**src/arp_resolution_engine_macros.svh**
```systemverilog
// ----------------------------------------------------------------------------
// arp resolution engine assertion macros
// shared property shapes for the block's concurrent checks
// ----------------------------------------------------------------------------
`ifndef ARP_RESOLUTION_ENGINE_MACROS_SVH
`define ARP_RESOLUTION_ENGINE_MACROS_SVH

// same-cycle implication, disabled while reset is low
`define ARE_ASSERT_SAME(lbl, clk, rst_n, ante, cons) \
    lbl: assert property (@(posedge clk) disable iff (!(rst_n)) (ante) |-> (cons)) \
        else $error("arp resolution engine check failed");

// next-cycle implication, disabled while reset is low
`define ARE_ASSERT_NEXT(lbl, clk, rst_n, ante, cons) \
    lbl: assert property (@(posedge clk) disable iff (!(rst_n)) (ante) |=> (cons)) \
        else $error("arp resolution engine check failed");

`endif

```
**src/are_pkg.sv**
```systemverilog
// ----------------------------------------------------------------------------
// are_pkg
// shared sizes, codes and controller/datapath interface types
// ----------------------------------------------------------------------------
package are_pkg;

    // table sizes
    localparam int CACHE_ENTRIES   = 16;
    localparam int REQUEST_ENTRIES = 8;
    localparam int PENDING_SLOTS   = 16;

    localparam int CACHE_IW = (CACHE_ENTRIES > 1) ? $clog2(CACHE_ENTRIES) : 1;
    localparam int REQ_IW   = (REQUEST_ENTRIES > 1) ? $clog2(REQUEST_ENTRIES) : 1;
    localparam int PEND_IW  = (PENDING_SLOTS > 1) ? $clog2(PENDING_SLOTS) : 1;

    localparam int SCAN_N0 = (CACHE_ENTRIES > REQUEST_ENTRIES) ? CACHE_ENTRIES
                                                               : REQUEST_ENTRIES;
    localparam int SCAN_N  = (SCAN_N0 > PENDING_SLOTS) ? SCAN_N0 : PENDING_SLOTS;
    localparam int SCAN_W  = (SCAN_N > 1) ? $clog2(SCAN_N) : 1;
    localparam int PEND_CW = $clog2(PENDING_SLOTS + 1);

    // register reset values and broadcast address
    localparam logic [15:0] REQ_TIMEOUT_RESET   = 16'd5000;
    localparam logic [19:0] CACHE_TIMEOUT_RESET = 20'd30000;
    localparam logic [47:0] MAC_BCAST           = 48'hFFFF_FFFF_FFFF;

    typedef enum logic [1:0] {
        FUNC_SEND = 2'd0,
        FUNC_RECV = 2'd1,
        FUNC_TICK = 2'd2,
        FUNC_NONE = 2'd3
    } func_t;

    typedef enum logic [1:0] {
        FT_IPV4  = 2'd0,
        FT_ARP   = 2'd1,
        FT_OTHER = 2'd2,
        FT_RSVD  = 2'd3
    } ftype_t;

    typedef enum logic [2:0] {
        KIND_IPV4      = 3'd0,
        KIND_ARP_REQ   = 3'd1,
        KIND_ARP_REPLY = 3'd2,
        KIND_DELIVER   = 3'd3,
        KIND_DROP      = 3'd4
    } kind_t;

    typedef enum logic [1:0] {
        CFG_OWN_MAC    = 2'd0,
        CFG_OWN_IP     = 2'd1,
        CFG_REQ_TMO    = 2'd2,
        CFG_CACHE_TMO  = 2'd3
    } cfg_idx_t;

    // controller to datapath
    typedef struct packed {
        logic  capture;
        logic  now_add;
        logic  idx_clr;
        logic  idx_ld_cmatch;
        logic  idx_ld_rmatch;
        logic  sel_ld_idx;
        logic  sel_ld_cmatch;
        logic  sel_ld_cfree;
        logic  sel_ld_rfree;
        logic  best_clr;
        logic  cache_old_step;
        logic  req_old_step;
        logic  cache_inval_idx;
        logic  cache_write;
        logic  pend_alloc;
        logic  pend_inval_sel;
        logic  req_write;
        logic  req_inval_match;
        logic  flush_step;
        logic  tick_step;
        logic  emit;
        kind_t emit_kind;
        logic  emit_last;
        logic  emit_flush;
    } are_cmd_t;

    // datapath to controller
    typedef struct packed {
        func_t  func;
        ftype_t ftype;
        logic   frame_ok;
        logic   reply_need;
        logic   cache_match;
        logic   cache_free;
        logic   cache_live;
        logic   req_match;
        logic   req_free;
        logic   req_live;
        logic   pend_free;
        logic   cache_end;
        logic   req_end;
        logic   pend_end;
        logic   tick_end;
        logic   found;
        logic   cnt_one;
        logic   out_free;
    } are_sts_t;

endpackage

```
**src/are_ctrl.sv**
```systemverilog
// ----------------------------------------------------------------------------
// are_ctrl
// sequencer that walks one item through lookups, table scans and result transfers
// ----------------------------------------------------------------------------
module are_ctrl
    import are_pkg::*;
(
    input  logic     aclk,
    input  logic     aresetn,
    input  logic     s_valid,
    output logic     s_ready,
    input  are_sts_t sts,
    output are_cmd_t cmd
);

    typedef enum logic [15:0] {
        ST_IDLE      = 16'h0001,
        ST_DECODE    = 16'h0002,
        ST_SND_CHK   = 16'h0004,
        ST_SND_PEND  = 16'h0008,
        ST_SND_RCHK  = 16'h0010,
        ST_SND_DROP  = 16'h0020,
        ST_SND_ROLD  = 16'h0040,
        ST_SND_RWR   = 16'h0080,
        ST_ARP_CST   = 16'h0100,
        ST_ARP_COLD  = 16'h0200,
        ST_ARP_CWR   = 16'h0400,
        ST_ARP_FSCAN = 16'h0800,
        ST_ARP_FEMIT = 16'h1000,
        ST_ARP_REPLY = 16'h2000,
        ST_EMIT_UP   = 16'h4000,
        ST_TICK      = 16'h8000
    } state_t;

    state_t state_reg, state_next;
    logic   drop_reg, drop_next;
    logic   issue_reg, issue_next;
    logic   scan_reg, scan_next;
    logic   rmatch_reg, rmatch_next;

    assign s_ready = (state_reg == ST_IDLE);

    // next state and commands
    always_comb begin
        cmd         = '0;
        state_next  = state_reg;
        drop_next   = drop_reg;
        issue_next  = issue_reg;
        scan_next   = scan_reg;
        rmatch_next = rmatch_reg;
        unique case (state_reg)
            ST_IDLE: begin
                if (s_valid) begin
                    cmd.capture = 1'b1;
                    state_next  = ST_DECODE;
                end
            end
            ST_DECODE: begin
                case (sts.func)
                    FUNC_SEND: begin
                        if (sts.cache_match) begin
                            cmd.idx_ld_cmatch = 1'b1;
                            state_next        = ST_SND_CHK;
                        end else begin
                            state_next = ST_SND_PEND;
                        end
                    end
                    FUNC_RECV: begin
                        if (!sts.frame_ok) begin
                            state_next = ST_IDLE;
                        end else if (sts.ftype == FT_IPV4) begin
                            state_next = ST_EMIT_UP;
                        end else if (sts.ftype == FT_ARP) begin
                            state_next = ST_ARP_CST;
                        end else begin
                            state_next = ST_IDLE;
                        end
                    end
                    FUNC_TICK: begin
                        cmd.now_add = 1'b1;
                        cmd.idx_clr = 1'b1;
                        state_next  = ST_TICK;
                    end
                    default: state_next = ST_IDLE;
                endcase
            end
            ST_SND_CHK: begin
                if (sts.cache_live) begin
                    if (sts.out_free) begin
                        cmd.emit      = 1'b1;
                        cmd.emit_kind = KIND_IPV4;
                        cmd.emit_last = 1'b1;
                        state_next    = ST_IDLE;
                    end
                end else begin
                    cmd.cache_inval_idx = 1'b1;
                    state_next          = ST_SND_PEND;
                end
            end
            ST_SND_PEND: begin
                drop_next         = !sts.pend_free;
                cmd.pend_alloc    = sts.pend_free;
                cmd.idx_ld_rmatch = 1'b1;
                rmatch_next       = sts.req_match;
                state_next        = ST_SND_RCHK;
            end
            ST_SND_RCHK: begin
                issue_next = !(rmatch_reg && sts.req_live);
                scan_next  = 1'b0;
                if (rmatch_reg) begin
                    cmd.sel_ld_idx = 1'b1;
                end else if (sts.req_free) begin
                    cmd.sel_ld_rfree = 1'b1;
                end else begin
                    scan_next    = 1'b1;
                    cmd.best_clr = 1'b1;
                    cmd.idx_clr  = 1'b1;
                end
                if (drop_reg) begin
                    state_next = ST_SND_DROP;
                end else if (!issue_next) begin
                    state_next = ST_IDLE;
                end else begin
                    state_next = scan_next ? ST_SND_ROLD : ST_SND_RWR;
                end
            end
            ST_SND_DROP: begin
                if (sts.out_free) begin
                    cmd.emit      = 1'b1;
                    cmd.emit_kind = KIND_DROP;
                    cmd.emit_last = !issue_reg;
                    if (!issue_reg) begin
                        state_next = ST_IDLE;
                    end else begin
                        state_next = scan_reg ? ST_SND_ROLD : ST_SND_RWR;
                    end
                end
            end
            ST_SND_ROLD: begin
                cmd.req_old_step = 1'b1;
                if (sts.req_end) begin
                    state_next = ST_SND_RWR;
                end
            end
            ST_SND_RWR: begin
                if (sts.out_free) begin
                    cmd.req_write = 1'b1;
                    cmd.emit      = 1'b1;
                    cmd.emit_kind = KIND_ARP_REQ;
                    cmd.emit_last = 1'b1;
                    state_next    = ST_IDLE;
                end
            end
            ST_ARP_CST: begin
                if (sts.cache_match) begin
                    cmd.sel_ld_cmatch = 1'b1;
                    state_next        = ST_ARP_CWR;
                end else if (sts.cache_free) begin
                    cmd.sel_ld_cfree = 1'b1;
                    state_next       = ST_ARP_CWR;
                end else begin
                    cmd.best_clr = 1'b1;
                    cmd.idx_clr  = 1'b1;
                    state_next   = ST_ARP_COLD;
                end
            end
            ST_ARP_COLD: begin
                cmd.cache_old_step = 1'b1;
                if (sts.cache_end) begin
                    state_next = ST_ARP_CWR;
                end
            end
            ST_ARP_CWR: begin
                cmd.cache_write     = 1'b1;
                cmd.req_inval_match = 1'b1;
                cmd.idx_clr         = 1'b1;
                cmd.best_clr        = 1'b1;
                state_next          = ST_ARP_FSCAN;
            end
            ST_ARP_FSCAN: begin
                cmd.flush_step = 1'b1;
                if (sts.pend_end) begin
                    state_next = ST_ARP_FEMIT;
                end
            end
            ST_ARP_FEMIT: begin
                if (!sts.found) begin
                    state_next = sts.reply_need ? ST_ARP_REPLY : ST_IDLE;
                end else if (sts.out_free) begin
                    cmd.emit           = 1'b1;
                    cmd.emit_kind      = KIND_IPV4;
                    cmd.emit_flush     = 1'b1;
                    cmd.emit_last      = sts.cnt_one && !sts.reply_need;
                    cmd.pend_inval_sel = 1'b1;
                    cmd.idx_clr        = 1'b1;
                    cmd.best_clr       = 1'b1;
                    state_next         = ST_ARP_FSCAN;
                end
            end
            ST_ARP_REPLY: begin
                if (sts.out_free) begin
                    cmd.emit      = 1'b1;
                    cmd.emit_kind = KIND_ARP_REPLY;
                    cmd.emit_last = 1'b1;
                    state_next    = ST_IDLE;
                end
            end
            ST_EMIT_UP: begin
                if (sts.out_free) begin
                    cmd.emit      = 1'b1;
                    cmd.emit_kind = KIND_DELIVER;
                    cmd.emit_last = 1'b1;
                    state_next    = ST_IDLE;
                end
            end
            ST_TICK: begin
                cmd.tick_step = 1'b1;
                if (sts.tick_end) begin
                    state_next = ST_IDLE;
                end
            end
            default: state_next = ST_IDLE;
        endcase
    end

    // state and decision flags
    always_ff @(posedge aclk) begin
        if (!aresetn) begin
            state_reg  <= ST_IDLE;
            drop_reg   <= 1'b0;
            issue_reg  <= 1'b0;
            scan_reg   <= 1'b0;
            rmatch_reg <= 1'b0;
        end else begin
            state_reg  <= state_next;
            drop_reg   <= drop_next;
            issue_reg  <= issue_next;
            scan_reg   <= scan_next;
            rmatch_reg <= rmatch_next;
        end
    end

endmodule

```
**config.mk**
```make
export PLATFORM = sky130hd
export DESIGN_NAME = are_ctrl
export DESIGN_NICKNAME = d
export VERILOG_FILES = /design/src/arp_resolution_engine_macros.svh /design/src/are_pkg.sv /design/src/are_ctrl.sv
export SDC_FILE = /design/constraint.sdc
export NUM_CORES = 1
export LEC_CHECK = 0
export BUFFER_PORTS_ARGS = -buffer_cell sky130_fd_sc_hd__buf_2
export CELL_PAD_IN_SITES_DETAIL_PLACEMENT = 1
export CELL_PAD_IN_SITES_GLOBAL_PLACEMENT = 1
export CORE_MARGIN = 10
export CORE_UTILIZATION = 36
export CTS_CLUSTER_DIAMETER = 80
export DETAILED_ROUTE_END_ITERATION = 12
export GPL_ROUTABILITY_DRIVEN = 0
export PLACE_DENSITY = 0.85
export SYNTH_ARGS = -nofsm -noshare
export SYNTH_HDL_FRONTEND = slang
export SYNTH_SLANG_ARGS = --single-unit
```
**constraint.sdc**
```tcl
create_clock -name aclk -period 2.69 [get_ports aclk]
set_input_delay 0.269 -clock aclk [delete_from_list [all_inputs] [get_ports aclk]]
set_output_delay 0.269 -clock aclk [all_outputs]
set_load 0.01 [all_outputs]
```
==> results.txt <==
----------------------------------------------------
[Status]
  Result of the run ... finished, final reports clean

[Clock network]
  Clock slew at the register clock pins of the worst setup and hold paths ... 80 ps
  Master cell of the clock root buffer ... sky130_fd_sc_hd__clkbuf_8
  Number of clock sinks seen by CTS ... 20
  Total clock buffers created by CTS ... 3
  CTS tree ... done
  Number of levels the H-tree was split into ... 1
  Maximum clock path buffer count ... 2
  Clock insertion delay at the later pin of the skew report ... 270 ps
  Hold buffer count at cts ... 0

[Power]
  Flop pwr share ... 39.6%
  Power density over cell area ... 391 mW/mm²
  Max rail drop VDD ... 0.276 mV
  Internal power consumption ... 539 µW
  Reported leakage power ... 0.980 nW
  Net Sw Power ... 274 µW
  Part of the total power dissipated in combinational logic ... 30.4%
  Clock network fraction of total power ... 30.1%
  Total Power ... 813 µW
  Fraction of power spent switching nets ... 33.7%

[Global routing]
  First-pass GRT wire length ... 9460 µm
  Aggregate global routing overflow ... 0
  Maximum number of pins on one net before global-route repair ... 19
  Antenna violations before repair ... 0
  Global-route usage over all layers ... 15.9%
  Vias in the first global route ... 1,882

[Timing]
  Remaining max-slew budget at the tightest pin ... 59.1%
  Maximum clock skew at final layout ... 4.01 ps
  Fin. max-slew vios ... 0
  F_max ... 0.383 GHz
  Final setup violation count ... 0
  Tcrit/Tclk final ... 97.1%
  Unrepaired setup endpoints after global routing ... yes
  Worst-Margin Slew ... 605 ps
  Clock period minus final worst setup slack ... 2610 ps
  Endpoints failing hold ... 0

[Floorplan]
  Die Footprint ... 0.00745 mm²
  Effective utilization at floorplan ... 36.9%
  Number of placement rows ... 24
  Die span in x ... 86.3 µm
  Overall die height ... 86.3 µm
  Placeable core area ... 0.00429 mm²
  Number of top-level design ports ... 50

[Yosys]
  Flip-flop and latch count after synthesis ... 20
  Syn Nets ... 225
  Post-synthesis cell area ... 0.00158 mm²
  Proportion of netlist area held by the largest area contributor ... 25.3%
  Cell variety after synth ... 51
  Sequential element share of the synthesized area ... 25.3%
  Commonest register cell after synthesis ... sky130_fd_sc_hd__dfxtp_1
  Post-synthesis area per instance ... 7.84 µm²
  Count of flip-flops with a built-in enable after synthesis ... 0
  Share of flip-flops with an asynchronous set or reset after synthesis ... 0%
  Warnings from Yosys ... 0
  Yosys top cell by area ... sky130_fd_sc_hd__dfxtp_1
  Leading cell types by total area after synthesis ... sky130_fd_sc_hd__dfxtp_1 (25%), sky130_fd_sc_hd__nor2_1 (4.0%), sky130_fd_sc_hd__inv_1 (3.8%)
  Cells after synthesis ... 202

[Worst hold path]
  Worst hold start ... sts[16]
  Worst hold path cell count ... 3
  Worst Hold Class ... in -> reg
  Endpoint of the worst hold-timing path ... state_reg[8]$_SDFFE_PN0P_

[Finish]
  Number of flip-flops in the largest register ... 16
  Final instance count without filler cells ... 317
  Antenna diode count ... 0
  Proportion of layout cells with a drive suffix above 1 ... 36.2%
  Growth of design area from synthesis to finish ... 31.2%
  Utilization of the core after routing ... 48.4%
  Net count, final ... 289
  Fill cell instance count of the final layout ... 549

[Critical path]
  Critical path buffer and inverter count ... 1
  Highest cell delay on the worst timing path ... 560 ps
  Data required, critical path ... 2420 ps
  Worst-path maximum fanout ... 4
  Master of the slowest instance on the critical path ... sky130_fd_sc_hd__or4_4
  Kind of capture point of the worst setup path ... output port
  Crit start category ... flop
  Cell chain of the critical path ... or4_4 -> nor4_4 -> nand3b_1 -> or3_4 -> nand4_4 -> or2_1 -> buf_2
  R2r worst-path depth ... 8
  Family of cells with the greatest summed delay on the critical path ... simple AND/OR/NAND/NOR gates
  Critical path type ... reg -> out
  Reg2Reg Setup Slack ... 400 ps
  Endpoint of the worst register-to-register path ... state_reg[6]$_SDFFE_PN0P_
  Reg2Reg Launch Point ... state_reg[5]$_SDFFE_PN0P_
  Critical path arrival ... 2340 ps

[Route]
  First DRT Iteration DRCs ... 140
  Average via count per standard cell ... 5.89
  DRC violation count after routing ... 0
  Number of iterations in the first detailed-routing pass ... 4
  Routed wire length ... 6170 µm
  Via count ... 1,867
  Detailed-route wire length per cell ... 19.5 µm
  Post-route antenna net violation count ... 0

[Placed design]
  Inst Count DP ... 307
  HPWL Detailed ... 4750 µm
  Port Buffers ... 49

[Job]
  Count of maximum capacitance violations ... 0

----------------------------------------------------
## layer usage
layer / part of all wire (%) / wire, µm / track usage (%) / up-vias
met2: 50 / 3060 / 26.7 / 55
met3: 6.4 / 394 / 3.66 / 16
met1: 41 / 2510 / 18.2 / 919
li1: - / - / - / 877
met4: 3.4 / 208 / 8.84 / 0
met5: 0 / 0 / 0 / -
## placed cells by master (no fill, tap or decap), types with 5 or more instances in the layout
cell type                  netlist  layout
sky130_fd_sc_hd__nand2_1        15      15
sky130_fd_sc_hd__nor2_1         17      17
sky130_fd_sc_hd__nand3b_1        6       6
sky130_fd_sc_hd__and2_1          7       7
sky130_fd_sc_hd__o21ai_0         8       8
sky130_fd_sc_hd__buf_4           2      18
sky130_fd_sc_hd__nor3b_1         5       5
sky130_fd_sc_hd__inv_1          16      16
sky130_fd_sc_hd__nor2b_1         5       5
sky130_fd_sc_hd__nand3_1         8       7
sky130_fd_sc_hd__nor4_2          4       5
sky130_fd_sc_hd__nor4b_1         5       5
sky130_fd_sc_hd__dfxtp_1        20      17
sky130_fd_sc_hd__nor3_1          6       6
sky130_fd_sc_hd__a21oi_1         9       9
sky130_fd_sc_hd__buf_2           2      49
## power by group through the flow
| stage | clock network (mW) | logic [mW] | registers, mW |
|---|---|---|---|
| 3_5_place_dp | 0 | 0.229 | 0.328 |
| 3_3_place_gp | 0 | 0.226 | 0.327 |
| 6_report | 0.244 | 0.247 | 0.322 |
| 5_1_grt | 0.254 | 0.272 | 0.325 |
| 4_1_cts | 0.249 | 0.232 | 0.321 |
| 2_1_floorplan | 0 | 0.140 | 0.318 |
## cells in the mapped netlist (2+ instances only)
cell type	count
sky130_fd_sc_hd__or3b_2	2
sky130_fd_sc_hd__and4_1	2
sky130_fd_sc_hd__nand3_1	8
sky130_fd_sc_hd__or4b_2	2
sky130_fd_sc_hd__o22ai_1	3
sky130_fd_sc_hd__nor2_1	17
sky130_fd_sc_hd__o21ai_0	8
sky130_fd_sc_hd__clkbuf_1	3
sky130_fd_sc_hd__nor3b_1	5
sky130_fd_sc_hd__nand2_1	15
sky130_fd_sc_hd__nand4b_1	2
sky130_fd_sc_hd__buf_4	2
sky130_fd_sc_hd__nor3_1	6
sky130_fd_sc_hd__buf_2	2
sky130_fd_sc_hd__a21oi_1	9
sky130_fd_sc_hd__a211oi_1	2
sky130_fd_sc_hd__a21o_1	4
sky130_fd_sc_hd__xor2_1	3
sky130_fd_sc_hd__and2_1	7
sky130_fd_sc_hd__o211ai_1	4
sky130_fd_sc_hd__nor4_1	5
sky130_fd_sc_hd__nor2b_1	5
sky130_fd_sc_hd__inv_1	16
sky130_fd_sc_hd__nor4_2	4
sky130_fd_sc_hd__a32oi_1	4
sky130_fd_sc_hd__a21boi_0	2
sky130_fd_sc_hd__dfxtp_1	20
sky130_fd_sc_hd__or3_1	2
sky130_fd_sc_hd__nor4b_1	5
sky130_fd_sc_hd__nor4_4	2
sky130_fd_sc_hd__nand2b_1	2
sky130_fd_sc_hd__nand3b_1	6
sky130_fd_sc_hd__o21a_1	3
sky130_fd_sc_hd__or4_1	3
## worst register-to-register path, cell delays in order, from the launching register on
cell and delay [ps]:
sky130_fd_sc_hd__dfxtp_4 360, sky130_fd_sc_hd__or4_4 560, sky130_fd_sc_hd__buf_4 160, sky130_fd_sc_hd__nor4_4 310
sky130_fd_sc_hd__buf_4 190, sky130_fd_sc_hd__a21o_1 130, sky130_fd_sc_hd__a21o_1 190, sky130_fd_sc_hd__o22ai_1 100
sky130_fd_sc_hd__and3_1 180
## final cells by class
class,count,area [µm²],area share [%]
clock buffer,4,55.1,2.65
inverter,16,60.1,2.89
sequential,20,409,19.7
multi-input combinational,158,1110,53.3
tap,52,65.1,3.13
timing repair buffer,67,380,18.3
## timing repair
item	CTS	global route
resized for setup	2	9
gates cloned	0	0
endpoints found under the setup margin	1	3
buffers inserted	0	6
pin swaps	0	6
## logic make-up after synthesis
logic type	Yosys count	synth area share [%]
AOI/OAI and AO/OA	43	18.3
and+or+nand+nor	110	46.7
muxes	1	0.632
buffers and inverters	24	6.80
DFF	20	25.3
xor gates and xnor gates	4	2.21
## worst max path at each step
| stage | from | to | slack, ps | cells after the start |
|---|---|---|---|---|
| 2_1_floorplan | state_reg[15]$_SDFFE_PN0P_ | cmd[23] | 420 | 7 |
| 5_1_grt | state_reg[15]$_SDFFE_PN0P_ | cmd[23] | -60 | 7 |
| 3_3_place_gp | state_reg[4]$_SDFFE_PN0P_ | cmd[23] | 370 | 7 |
| 4_1_cts | state_reg[2]$_SDFFE_PN0P_ | cmd[23] | 6 | 7 |
| 3_5_place_dp | state_reg[15]$_SDFFE_PN0P_ | cmd[23] | 280 | 7 |
| 6_report | state_reg[5]$_SDFFE_PN0P_ | cmd[23] | 80 | 7 |
## stage by stage
step           hold WS [ps]  setup WS, ps  setup TNS, ps  area (µm²)
2_1_floorplan           387           421              0        1580
3_3_place_gp            495           374              0        1940
3_5_place_dp            504           277              0        1940
4_1_cts                 227          6.10              0        2000
5_1_grt                 235         -55.6          -55.6        2080
6_report                232          78.0              0        2080
Power figures use the tool's default switching activity.
